==> src/rtl/core/sql_subset_lexer_defines.svh <==
// ----------------------------------------------------------------------------
// sql_subset_lexer_defines : assertion macros shared by the lexer core
// ----------------------------------------------------------------------------
`ifndef SQL_SUBSET_LEXER_DEFINES_SVH
`define SQL_SUBSET_LEXER_DEFINES_SVH

// Same-cycle implication, disabled while reset is asserted.
`define SQLL_ASSERT_NOW(label, clk, rstn, ante, cons) \
    label: assert property (@(posedge clk) disable iff (!(rstn)) (ante) |-> (cons)) \
        else $error("sql lexer check failed");

// Next-cycle implication, disabled while reset is asserted.
`define SQLL_ASSERT_NEXT(label, clk, rstn, ante, cons) \
    label: assert property (@(posedge clk) disable iff (!(rstn)) (ante) |=> (cons)) \
        else $error("sql lexer check failed");

`endif

==> src/rtl/core/sqll_pkg.sv <==
// ----------------------------------------------------------------------------
// sqll_pkg : types, codes and character classes of the SQL subset lexer
// Token kinds, keyword table, byte classification and the queue entry type.
// ----------------------------------------------------------------------------
package sqll_pkg;

    localparam int OUT_W = 16;

    localparam logic [4:0] KIND_END    = 5'd0;
    localparam logic [4:0] KIND_ID     = 5'd1;
    localparam logic [4:0] KIND_STRING = 5'd2;
    localparam logic [4:0] KIND_INT    = 5'd3;
    localparam logic [4:0] KIND_KW0    = 5'd4;
    localparam logic [4:0] KIND_COMMA  = 5'd10;
    localparam logic [4:0] KIND_LPAREN = 5'd11;
    localparam logic [4:0] KIND_RPAREN = 5'd12;
    localparam logic [4:0] KIND_STAR   = 5'd13;
    localparam logic [4:0] KIND_EQUAL  = 5'd14;
    localparam logic [4:0] KIND_SEMI   = 5'd15;
    localparam logic [4:0] KIND_ERROR  = 5'd16;
    localparam logic [4:0] KIND_NONE   = 5'd0;

    localparam int NUM_KW = 6;

    // Keyword text, first character in the top byte, padded with spaces.
    localparam logic [47:0] KW_TEXT [NUM_KW] = '{
        "select", "insert", "into  ", "values", "from  ", "where "
    };
    localparam logic [2:0] KW_LEN [NUM_KW] = '{3'd6, 3'd6, 3'd4, 3'd6, 3'd4, 3'd5};

    localparam int FIFO_DEPTH = 4;
    localparam int FIFO_PTR_W = $clog2(FIFO_DEPTH);
    localparam int FIFO_CNT_W = $clog2(FIFO_DEPTH + 1);

    typedef struct packed {
        logic [4:0]       kind;
        logic [OUT_W-1:0] start;
        logic [OUT_W-1:0] len;
    } tok_t;

    // Results caused by one input item: r0 alone, or r0 then r1.
    typedef struct packed {
        logic two;
        tok_t r0;
        tok_t r1;
    } entry_t;

    function automatic logic is_letter(input logic [7:0] c);
        return (c >= "a" && c <= "z") || (c >= "A" && c <= "Z");
    endfunction

    function automatic logic is_digit(input logic [7:0] c);
        return c >= "0" && c <= "9";
    endfunction

    function automatic logic is_space(input logic [7:0] c);
        return c == " " || (c >= 8'd9 && c <= 8'd13);
    endfunction

    function automatic logic is_ident_char(input logic [7:0] c);
        return is_letter(c) || is_digit(c) || c == "_";
    endfunction

    function automatic logic [7:0] to_lower(input logic [7:0] c);
        return (c >= "A" && c <= "Z") ? c + 8'd32 : c;
    endfunction

    function automatic logic [4:0] punct_kind(input logic [7:0] c);
        logic [4:0] k;
        unique case (c)
            ",":     k = KIND_COMMA;
            "(":     k = KIND_LPAREN;
            ")":     k = KIND_RPAREN;
            "*":     k = KIND_STAR;
            "=":     k = KIND_EQUAL;
            ";":     k = KIND_SEMI;
            default: k = KIND_NONE;
        endcase
        return k;
    endfunction

    // One bit per keyword: its character at idx equals the lowered byte.
    function automatic logic [NUM_KW-1:0] kw_hit(input logic [2:0] idx,
                                                 input logic [7:0] lc);
        logic [NUM_KW-1:0] hit;
        logic [7:0]        ch;
        for (int k = 0; k < NUM_KW; k++) begin
            ch = 8'h00;
            for (int j = 0; j < 6; j++) begin
                if (idx == 3'(j)) begin
                    ch = KW_TEXT[k][47-8*j -: 8];
                end
            end
            hit[k] = (idx < KW_LEN[k]) && (ch == lc);
        end
        return hit;
    endfunction

endpackage

==> src/rtl/core/sqll_front.sv <==
// ----------------------------------------------------------------------------
// sqll_front : byte classifier and token scanner
// Tracks the scan mode, position and keyword match per accepted byte and
// hands the token results that a byte closes to the queue as one entry.
// ----------------------------------------------------------------------------
module sqll_front #(
    parameter int POS_WIDTH = 16
) (
    input  logic            aclk,
    input  logic            aresetn,
    input  logic            accept,
    input  logic [7:0]      in_byte,
    input  logic            in_end,
    output logic            push,
    output sqll_pkg::entry_t push_entry
);
    import sqll_pkg::*;

    localparam int PW = POS_WIDTH;
    localparam int CW = (PW > OUT_W) ? PW : OUT_W;
    localparam logic [PW-1:0] POS_MAX = {PW{1'b1}};

    localparam logic [2:0] MODE_IDLE   = 3'd0;
    localparam logic [2:0] MODE_IDENT  = 3'd1;
    localparam logic [2:0] MODE_NUMBER = 3'd2;
    localparam logic [2:0] MODE_STRING = 3'd3;
    localparam logic [2:0] MODE_ERROR  = 3'd4;

    logic [2:0]        mode_reg,  mode_next;
    logic [PW-1:0]     pos_reg,   pos_next;
    logic [PW-1:0]     start_reg, start_next;
    logic [PW-1:0]     count_reg, count_next;
    logic [NUM_KW-1:0] kw_reg,    kw_next;

    logic [7:0]        lc;
    logic [NUM_KW-1:0] hit;
    logic [4:0]        id_kind;
    logic [4:0]        pk;
    logic              fall;
    logic              pend_valid, new_valid;
    tok_t              pend_tok, new_tok;

    function automatic logic [PW-1:0] sat_inc(input logic [PW-1:0] v);
        return (v == POS_MAX) ? v : v + 1'b1;
    endfunction

    function automatic logic [OUT_W-1:0] clamp_out(input logic [PW-1:0] v);
        logic [CW-1:0] ext;
        ext = CW'(v);
        return (ext > CW'({OUT_W{1'b1}})) ? {OUT_W{1'b1}} : ext[OUT_W-1:0];
    endfunction

    assign lc  = to_lower(in_byte);
    assign hit = kw_hit(count_reg[2:0], lc) & {NUM_KW{count_reg < PW'(8)}};
    assign pk  = punct_kind(in_byte);

    // Lowest keyword index wins.
    always_comb begin
        id_kind = KIND_ID;
        for (int k = NUM_KW - 1; k >= 0; k--) begin
            if (kw_reg[k] && count_reg == PW'(KW_LEN[k])) begin
                id_kind = KIND_KW0 + 5'(k);
            end
        end
    end

    always_comb begin
        mode_next  = mode_reg;
        pos_next   = pos_reg;
        start_next = start_reg;
        count_next = count_reg;
        kw_next    = kw_reg;
        fall       = 1'b0;
        pend_valid = 1'b0;
        new_valid  = 1'b0;
        new_tok    = '0;

        pend_tok.start = clamp_out(start_reg);
        pend_tok.len   = clamp_out(count_reg);
        unique case (mode_reg)
            MODE_IDENT:  pend_tok.kind = id_kind;
            MODE_NUMBER: pend_tok.kind = KIND_INT;
            default:     pend_tok.kind = KIND_STRING;
        endcase

        if (in_end) begin
            pend_valid = (mode_reg == MODE_IDENT) || (mode_reg == MODE_NUMBER) ||
                         (mode_reg == MODE_STRING);
            new_valid  = 1'b1;
            new_tok    = '{kind: KIND_END, start: clamp_out(pos_reg), len: '0};
            mode_next  = MODE_IDLE;
            pos_next   = '0;
            start_next = '0;
            count_next = '0;
            kw_next    = '1;
        end else begin
            unique case (mode_reg)
                MODE_IDENT: begin
                    if (is_ident_char(in_byte)) begin
                        kw_next    = kw_reg & hit;
                        count_next = sat_inc(count_reg);
                        pos_next   = sat_inc(pos_reg);
                    end else begin
                        pend_valid = 1'b1;
                        fall       = 1'b1;
                    end
                end
                MODE_NUMBER: begin
                    if (is_digit(in_byte)) begin
                        count_next = sat_inc(count_reg);
                        pos_next   = sat_inc(pos_reg);
                    end else begin
                        pend_valid = 1'b1;
                        fall       = 1'b1;
                    end
                end
                MODE_STRING: begin
                    if (in_byte == "'") begin
                        pend_valid = 1'b1;
                        mode_next  = MODE_IDLE;
                    end else begin
                        count_next = sat_inc(count_reg);
                    end
                    pos_next = sat_inc(pos_reg);
                end
                MODE_IDLE: fall = 1'b1;
                default:   pos_next = sat_inc(pos_reg);
            endcase

            // Classify the byte as the start of a new token.
            if (fall) begin
                mode_next = MODE_IDLE;
                pos_next  = sat_inc(pos_reg);
                priority if (is_space(in_byte)) begin
                    mode_next = MODE_IDLE;
                end else if (is_letter(in_byte) || in_byte == "_") begin
                    mode_next  = MODE_IDENT;
                    start_next = pos_reg;
                    kw_next    = kw_hit(3'd0, lc);
                    count_next = PW'(1);
                end else if (is_digit(in_byte)) begin
                    mode_next  = MODE_NUMBER;
                    start_next = pos_reg;
                    count_next = PW'(1);
                end else if (in_byte == "'") begin
                    mode_next  = MODE_STRING;
                    start_next = sat_inc(pos_reg);
                    count_next = '0;
                end else if (pk != KIND_NONE) begin
                    new_valid = 1'b1;
                    new_tok   = '{kind: pk, start: clamp_out(pos_reg), len: OUT_W'(1)};
                end else begin
                    new_valid = 1'b1;
                    new_tok   = '{kind: KIND_ERROR, start: clamp_out(pos_reg),
                                  len: OUT_W'(1)};
                    mode_next = MODE_ERROR;
                end
            end
        end
    end

    always_comb begin
        push_entry.two = pend_valid && new_valid;
        push_entry.r0  = pend_valid ? pend_tok : new_tok;
        push_entry.r1  = new_tok;
    end

    assign push = accept && (pend_valid || new_valid);

    always_ff @(posedge aclk) begin
        if (!aresetn) begin
            mode_reg  <= MODE_IDLE;
            pos_reg   <= '0;
            start_reg <= '0;
            count_reg <= '0;
            kw_reg    <= '1;
        end else if (accept) begin
            mode_reg  <= mode_next;
            pos_reg   <= pos_next;
            start_reg <= start_next;
            count_reg <= count_next;
            kw_reg    <= kw_next;
        end
    end

endmodule

==> src/rtl/core/sqll_fifo.sv <==
// ----------------------------------------------------------------------------
// sqll_fifo : result queue between scanner and output stage
// Show-ahead queue of result entries; the head is visible while not empty.
// ----------------------------------------------------------------------------
`include "sql_subset_lexer_defines.svh"

module sqll_fifo (
    input  logic             aclk,
    input  logic             aresetn,
    input  logic             push,
    input  sqll_pkg::entry_t push_entry,
    output logic             full,
    input  logic             pop,
    output sqll_pkg::entry_t head,
    output logic             empty
);
    import sqll_pkg::*;

    entry_t                mem_reg [FIFO_DEPTH];
    logic [FIFO_PTR_W-1:0] wr_ptr_reg;
    logic [FIFO_PTR_W-1:0] rd_ptr_reg;
    logic [FIFO_CNT_W-1:0] count_reg;

    assign full  = (count_reg == FIFO_CNT_W'(FIFO_DEPTH));
    assign empty = (count_reg == '0);
    assign head  = mem_reg[rd_ptr_reg];

    always_ff @(posedge aclk) begin
        if (push) begin
            mem_reg[wr_ptr_reg] <= push_entry;
        end
    end

    always_ff @(posedge aclk) begin
        if (!aresetn) begin
            wr_ptr_reg <= '0;
            rd_ptr_reg <= '0;
            count_reg  <= '0;
        end else begin
            if (push) begin
                wr_ptr_reg <= wr_ptr_reg + 1'b1;
            end
            if (pop) begin
                rd_ptr_reg <= rd_ptr_reg + 1'b1;
            end
            unique case ({push, pop})
                2'b10:   count_reg <= count_reg + 1'b1;
                2'b01:   count_reg <= count_reg - 1'b1;
                default: count_reg <= count_reg;
            endcase
        end
    end

    `SQLL_ASSERT_NOW(a_no_overflow, aclk, aresetn, push, !full)
    `SQLL_ASSERT_NOW(a_no_underflow, aclk, aresetn, pop, !empty)
    `SQLL_ASSERT_NEXT(a_count_tracks, aclk, aresetn, push && !pop,
                      count_reg == $past(count_reg) + 1'b1)

endmodule

==> src/rtl/core/sqll_back.sv <==
// ----------------------------------------------------------------------------
// sqll_back : output stage
// Splits each queue entry into one or two result beats and holds the beat
// in an output register until the receiver takes it.
// ----------------------------------------------------------------------------
`include "sql_subset_lexer_defines.svh"

module sqll_back (
    input  logic             aclk,
    input  logic             aresetn,
    input  sqll_pkg::entry_t head,
    input  logic             empty,
    output logic             pop,
    output logic             m_tvalid,
    input  logic             m_tready,
    output logic [39:0]      m_tdata,
    output logic             m_tlast
);
    import sqll_pkg::*;

    logic valid_reg;
    logic phase_reg;
    tok_t tok_reg;
    logic last_reg;
    logic load;

    // Load a new beat when the register is free or being drained.
    assign load = (!valid_reg || m_tready) && !empty;
    assign pop  = load && (phase_reg || !head.two);

    always_ff @(posedge aclk) begin
        if (!aresetn) begin
            valid_reg <= 1'b0;
            phase_reg <= 1'b0;
        end else begin
            if (load) begin
                valid_reg <= 1'b1;
                phase_reg <= !phase_reg && head.two;
            end else if (m_tready) begin
                valid_reg <= 1'b0;
            end
        end
    end

    always_ff @(posedge aclk) begin
        if (load) begin
            tok_reg  <= phase_reg ? head.r1 : head.r0;
            last_reg <= phase_reg || !head.two;
        end
    end

    assign m_tvalid = valid_reg;
    assign m_tlast  = last_reg;
    assign m_tdata  = {3'b000, tok_reg.len, tok_reg.start, tok_reg.kind};

    `SQLL_ASSERT_NOW(a_phase_has_head, aclk, aresetn, phase_reg, !empty && head.two)
    `SQLL_ASSERT_NEXT(a_first_half_not_last, aclk, aresetn, load && !phase_reg && head.two,
                      phase_reg && !m_tlast)

endmodule

==> src/rtl/core/sql_subset_lexer.sv <==
// ----------------------------------------------------------------------------
// sql_subset_lexer : streaming lexical scanner for a small SQL subset
// Input beats carry one text byte or an end-of-statement flag; output beats
// carry tokens as kind, start offset and length.
// ----------------------------------------------------------------------------
// Input channel s_*: one byte per beat in s_tdata; s_tuser[0] set marks the
//   end of the statement (the byte is then ignored). The pending token is
//   flushed and an end token (kind 0) follows, after which position and
//   scan state return to their reset values.
// Output channel m_*: one token per beat; m_tlast marks the last token of an
//   input beat. After an error (kind 16) bytes are dropped until end of text.
// Throughput: one input beat per cycle while the queue is not full. A beat
//   that closes a token and starts a punctuation or error token, or an end
//   beat with a pending token, produces two output beats.
// A token is written into the queue, then loaded into the output register.
// A four-entry queue separates the scanner from the output register, so a
//   stalled receiver stops input only once the queue is full.
// Reset (aresetn low, synchronous): scan state idle, position zero, queue
//   and output register empty.
// ----------------------------------------------------------------------------
module sql_subset_lexer #(
    parameter int POS_WIDTH = 16
) (
    input  logic        aclk,
    input  logic        aresetn,
    input  logic        s_tvalid,
    output logic        s_tready,
    input  logic [7:0]  s_tdata,   // [7:0] text_byte
    input  logic [0:0]  s_tuser,   // [0] end_of_text
    output logic        m_tvalid,
    input  logic        m_tready,
    output logic [39:0] m_tdata,   // [4:0] token_kind, [20:5] start_pos,
                                   // [36:21] token_length, [39:37] zero
    output logic        m_tlast    // last_of_run
);
    import sqll_pkg::*;

    logic   accept;
    logic   push;
    logic   pop;
    logic   full;
    logic   empty;
    entry_t push_entry;
    entry_t head;

    assign s_tready = !full;
    assign accept   = s_tvalid && s_tready;

    sqll_front #(
        .POS_WIDTH (POS_WIDTH)
    ) u_front (
        .aclk       (aclk),
        .aresetn    (aresetn),
        .accept     (accept),
        .in_byte    (s_tdata),
        .in_end     (s_tuser[0]),
        .push       (push),
        .push_entry (push_entry)
    );

    sqll_fifo u_fifo (
        .aclk       (aclk),
        .aresetn    (aresetn),
        .push       (push),
        .push_entry (push_entry),
        .full       (full),
        .pop        (pop),
        .head       (head),
        .empty      (empty)
    );

    sqll_back u_back (
        .aclk     (aclk),
        .aresetn  (aresetn),
        .head     (head),
        .empty    (empty),
        .pop      (pop),
        .m_tvalid (m_tvalid),
        .m_tready (m_tready),
        .m_tdata  (m_tdata),
        .m_tlast  (m_tlast)
    );

endmodule

==> config.mk <==
export PLATFORM = sky130hd
export DESIGN_NAME = sql_subset_lexer
export DESIGN_NICKNAME = d
export VERILOG_FILES = /design/src/rtl/core/sqll_pkg.sv /design/src/rtl/core/sqll_front.sv /design/src/rtl/core/sqll_fifo.sv /design/src/rtl/core/sqll_back.sv /design/src/rtl/core/sql_subset_lexer.sv
export VERILOG_INCLUDE_DIRS = /design/src /design/src/rtl/core
export SDC_FILE = /design/constraint.sdc
export NUM_CORES = 1
export LEC_CHECK = 0
export BUFFER_PORTS_ARGS = -buffer_cell sky130_fd_sc_hd__buf_2
export CORE_MARGIN = 1
export CORE_UTILIZATION = 40
export CTS_BUF_LIST = sky130_fd_sc_hd__clkbuf_16
export CTS_CLUSTER_SIZE = 10
export DETAILED_ROUTE_END_ITERATION = 8
export PLACE_DENSITY = 0.59
export RECOVER_POWER = 50
export SYNTH_ARGS = -nofsm -noshare
export SYNTH_HDL_FRONTEND = slang
export SYNTH_SLANG_ARGS = --single-unit
==> constraint.sdc <==
create_clock -name aclk -period 10.1 [get_ports aclk]
set_input_delay 2.02 -clock aclk [delete_from_list [all_inputs] [get_ports aclk]]
set_output_delay 2.02 -clock aclk [all_outputs]
set_load 0.1 [all_outputs]
==> results of run 1 <==
==> cell families (layout without fill, tap and decap cells) <==
logic type / count (synthesis) / in the layout / share of synthesized area (%)
adders and majority gates: 14 / 14 / 1.142
AOI/OAI and AO/OA: 224 / 224 / 9.730
and+or+nand+nor: 423 / 423 / 13.41
buffers and inverters: 110 / 171 / 2.949
xor gates and xnor gates: 36 / 36 / 1.971
muxes: 84 / 84 / 10.09
DFF: 346 / 346 / 60.69
other: 1 / 3 / 0.02344
==> layer usage <==
metal / global-route usage [%] / vias up / share of wire, %
met1: 27.66 / 5166 / 48
met4: 6.818 / 0 / 2.9
met5: 0 / - / 0
met2: 28.74 / 291 / 44
li1: - / 4802 / -
met3: 3.289 / 70 / 5.1
==> layout by cell type, fill, tap and decap left out, types with 14 or more instances in the layout <==
cell type | Yosys | routed
nor4_1 | 16 | 19
and2_0 | 1 | 22
xnor2_1 | 28 | 28
dfxtp_1 | 68 | 67
o21ai_0 | 33 | 35
inv_1 | 24 | 52
nand2_1 | 150 | 150
nand4_1 | 14 | 14
nand3_1 | 24 | 24
a31oi_1 | 16 | 16
clkbuf_16 | 0 | 41
nor2b_1 | 17 | 17
mux2_1 | 18 | 18
nor2_1 | 71 | 72
mux4_2 | 60 | 60
clkbuf_1 | 54 | 48
nor3_1 | 24 | 26
edfxtp_1 | 278 | 278
a21oi_1 | 49 | 49
==> final cells by class <==
class,count,area (µm²)
Fill cell,3490,21250
Sequential cell,346,9713
Multi-Input combinational cell,784,5791
Clock buffer,41,1026
Tap cell,518,648.1
Timing Repair Buffer,68,307.8
Clock inverter,34,168.9
Inverter,28,105.1
==> worst max-delay path, cell delays in order <==
cell and delay (ps):
clkbuf_1 900, nor2_1 280, nand4_1 290, nand2_1 290, or4_1 700, and3_1 340
nor2_1 2300, o32ai_1 630
==> through the flow <==
stage / instances / hold WS [ps] / setup WS [ps] / instance area [µm²] / utilization [%]
global route: 1819 / 469.7 / 1900 / 17760 / 45.53
finish: 1819 / 449.9 / 2404 / 17760 / 45.53
CTS: 1819 / 453.2 / 4120 / 17880 / 45.83
global placement: 1744 / 439.1 / 3723 / 16680 / 42.77
detailed placement: 1744 / 445.9 / 3593 / 16680 / 42.77
floorplan: 1240 / 428.5 / 4538 / 16010 / -
==> where the power goes <==
part           switching, mW  internal (mW)  total [mW]
Sequential            0.0700           1.80        1.87
Combinational           1.10          0.330        1.43
Clock                  0.548          0.758        1.31
Total                   1.72           2.88        4.60
==> path summary, 6_finish.rpt <==
check                                             end  cells after the start
worst max-delay path            u_fifo.mem_reg[3][72]                      8
worst min-delay path             u_front.start_reg[4]                      2
worst max register to register    u_fifo.count_reg[2]                      9
worst min register to register   u_front.start_reg[4]                      2
==> results.md, run 1 <==
- Minimum clock period: 7696 ps
- DIE HEIGHT: 202.0 µm
- Area Overhead vs Synth: 11.01%
- Final HPWL DP: 24.92 mm
- Ys Warns: 0
- GRT Util Overall: 19.07%
- Power density cells: 259.1 mW/mm²
- CP Max Fanout: 32
- Worst-path clk slew: 50 ps
- Final hold vios: 0
- Syn avg cell area: 12.92 µm²
- Slew margin rel.: -153.6%
- TritonRoute pass-1 iters: 5
- Critical Path AT: 7760 ps
- Clock sinks: 346
- Core Rows: 72
- Outcome: finished with violations
- Slew @ Worst Pin: 3805 ps
- Register area share after synthesis: 60.69%
- Ports: 56
- Antenna-violating nets left: 0
- Antenna Cells: 0
- Ys async rst share: 0%
- Post-route DRC: 0
- Final #Nets: 1296
- Post-CTS setup buffers: 0
- Worst hold start: u_front.start_reg[4]
- Crit Path Category: input port to flip-flop
- Post-Syn Instances: 1238
- Initial antenna violation count: 1
- DR iter-0 viols: 987
- Largest net degree at the start of global routing: 61
- Die ar.: 0.04080 mm²
- Max clock buf depth: 3
- Port bufs: 52
- # setup viols final: 0
- Leading cell types by count after synthesis: edfxtp_1 (278), nand2_1 (150), nor2_1 (71), dfxtp_1 (68), mux4_2 (60)
- PostCTS Resize Cnt: 0
- P_leak: 6.097 nW
- # hold bufs at CTS: 0
- Drt total wl: 38.71 mm
- H-tree levels: 2
- Top area cells in the synthesized netlist: edfxtp_1 (52%), dfxtp_1 (8.5%), mux4_2 (8.4%)
- Clock Latency Late Sink: 530 ps
- Failing checks: capacitance limit, slew limit
- Max Slew Vio Count: 190
- CTS tree: built
- Share of cells above drive strength 1: 11.61%
- Die Wd: 202.0 µm
- Root Buffer Master: clkbuf_16
- Number of synthesized register bits: 346
- Cell taking the most area after synthesis: edfxtp_1
- Vias: 10.33k
- Vias/cell: 5.678
- Crit path launch: s_tdata[1]
- Setup_tns: 0 ps
- Final period util: 76.20%
- CP endpoint kind: flip-flop
- Routed WL per cell: 21.28 µm
- Max reg flops: 240
- Clk_skew: 10.24 ps
- Hold Crit Class: flip-flop to flip-flop
- VDD IR-drop max: 0.1732 mV
- Post-synth top area share: 52.18%
- Vias in the first global route: 10.10k
- Initial Utilization: 41.01%
- RePlAce Congestion: 0.8793
- Synth Flop Type: edfxtp_1
- Floorplan core area: 0.03901 mm²
- Maxcap violations: 5
- Total power: 4.601 mW
- Worst reg-to-reg setup slack: 4650 ps
- Grt total ovfl: 0
- Syn Std Cell Area: 0.01600 mm²
- Number of enable flip-flop cells after synthesis: 278
- Most common cell in the netlist: edfxtp_1
- RSZ-0062 raised after global routing: no
- Critical Path RT: 10170 ps
- CP Launch Type: input port
- First-pass GRT wire length: 60.09 mm
- Peak Freq: 0.1299 GHz
- Num CTS Buffers: 41
- Yosys cell types: 90
(Power assumes the default switching activity.)
==> run 2: changes to the inputs <==
PLACE_DENSITY = 0.62   (was 0.59)
clock period = 6.78 ns   (was 10.1 ns; I/O delays follow)
==> run 2 against run 1 <==
Net effect: the flow still finishes with violations (capacitance limit, slew limit); clock skew up 4.2 ps; die area unchanged; sequential power increased by 50%; clock-buffer cell count is 2 higher.
==> results.md, run 2 (synthesized netlist as in run 1, its figures left out) <==
- Outcome: finished with violations
- Failing checks: capacitance limit, slew limit
- Drt total wl: 37.77 mm
- RePlAce Congestion: 0.8844
- # setup viols final: 0
- Routed WL per cell: 20.80 µm
- Vias in the first global route: 10.01k
- Ports: 56
- Critical Path RT: 6930 ps
- PostCTS Resize Cnt: 0
- Share of cells above drive strength 1: 12.26%
- Slew margin rel.: -150.0%
- Critical Path AT: 5710 ps
- Area of the multi-input gates: 0.005806 mm²
- Minimum clock period: 5552 ps
- Root Buffer Master: clkbuf_16
- Final #Nets: 1300
- Grt total ovfl: 0
- Port bufs: 52
- Largest net degree at the start of global routing: 61
- Register Area: 0.009714 mm²
- Power density cells: 383.3 mW/mm²
- Clock Latency Late Sink: 520 ps
- R2R depth: 9
- Crit Path Category: input port to flip-flop
- Most frequent cells in the layout: edfxtp_1 (278), nand2_1 (150), nor2_1 (71)
- Final hold vios: 0
- Worst reg-to-reg setup slack: 1580 ps
- Hold path cells: 1
- RSZ-0062 raised after global routing: no
- Setup_tns: 0 ps
- Vias/cell: 5.692
- CP endpoint kind: flip-flop
- Max Slew Vio Count: 139
- Fillers: 3503
- Slew @ Worst Pin: 3750 ps
- Maxcap violations: 3
- Most common cell after layout, fill and taps aside: edfxtp_1
- Post-CTS setup buffers: 0
- Hold worst-path end: u_front.start_reg[14]
- Initial Utilization: 41.01%
- DIE HEIGHT: 202.0 µm
- DR iter-0 viols: 947
- Crit path launch: s_tdata[2]
- Area Overhead vs Synth: 11.38%
- Max clock buf depth: 3
- Clk_skew: 14.45 ps
- Hold Crit Class: flip-flop to flip-flop
- Die Wd: 202.0 µm
- H-tree levels: 2
- TritonRoute pass-1 iters: 5
- Peak Freq: 0.1801 GHz
- Antenna-violating nets left: 0
- Final core occ: 45.68%
- GRT Util Overall: 18.43%
- Die ar.: 0.04080 mm²
- Initial antenna violation count: 1
- Total power: 6.830 mW
- Worst-path clk slew: 50 ps
- Max reg flops: 240
- Floorplan core area: 0.03901 mm²
- Final HPWL DP: 24.62 mm
- # hold bufs at CTS: 0
- Clock sinks: 346
- Post-route DRC: 0
- Core Rows: 72
- Worst hold start: u_front.start_reg[14]
- CP Max Fanout: 31
- R2R Path End: u_fifo.count_reg[2]
- Final period util: 81.89%
- CP Launch Type: input port
- P_leak: 6.091 nW
- CTS tree: built
- Vias: 10.34k
- Num CTS Buffers: 41
- VDD IR-drop max: 0.2235 mV
- First-pass GRT wire length: 58.50 mm
-- run 2: cell count changes in the layout (fill, tap and decap cells not counted), moves of 2 or more --
| cell | change |
|---|---|
| inv_1 | -9 |
| and2_0 | -4 |
| and2_1 | +4 |
| buf_4 | +3 |
| buf_12 | +2 |
| clkbuf_1 | -2 |
| clkbuf_16 | +2 |
| clkinv_1 | +2 |
-- run 2: layout make-up --
| cell class | count | share of cell area, % |
|---|---|---|
| Antenna cell | 1 | 0.01404 |
| Inverter | 28 | 0.5898 |
| Multi-Input combinational cell | 784 | 32.58 |
| Timing Repair Buffer | 72 | 2.064 |
| Clock inverter | 24 | 0.5547 |
| Sequential cell | 346 | 54.52 |
| Tap cell | 518 | 3.637 |
| Clock buffer | 43 | 6.039 |
-- run 2: how the worst max path moves through the flow --
stage / endpoint / cells past startpoint
after floorplan: u_fifo.mem_reg[0][0] / 7
after global placement: u_fifo.mem_reg[0][34] / 10
after detailed placement: u_fifo.mem_reg[0][34] / 10
after CTS: u_fifo.mem_reg[0][70] / 10
after global routing: u_fifo.mem_reg[3][54] / 10
final: u_fifo.mem_reg[3][54] / 10
-- run 2: layer usage --
| layer | global-route usage, % | up-vias | part of all wire [%] |
|---|---|---|---|
| met1 | 27.12 | 5132 | 47 |
| met5 | 0 | - | 0 |
| li1 | - | 4799 | - |
| met2 | 28.40 | 343 | 45 |
| met3 | 2.741 | 62 | 6.0 |
| met4 | 4.978 | 0 | 2.0 |
-- run 2: critical path: stages --
cell	delay (ps)
buf_2	410
nor2_1	180
nand4_1	230
nand2_1	290
nor3_1	890
a21oi_2	90
clkbuf_1	380
a31oi_1	650
and2_0	650
buf_4	530
-- run 2: report_power, final --
part           internal [mW]  total, mW  switching (mW)
combinational          0.498       2.10            1.61
clock                   1.13       1.92           0.795
sequential              2.68       2.80           0.129
total                   4.30       6.83            2.53
-- run 2: through the flow --
stage | cell area [µm²] | std cells | hold slack, ps | worst slack, ps
2_1_floorplan | 16010 | 1240 | 428.5 | 1882
3_3_place_gp | 16740 | 1748 | 450.3 | 1408
3_5_place_dp | 16740 | 1748 | 453.2 | 1322
4_1_cts | 17910 | 1815 | 469.1 | 1858
5_1_grt | 17820 | 1815 | 494.7 | 909.3
6_report | 17820 | 1816 | 466.8 | 1228
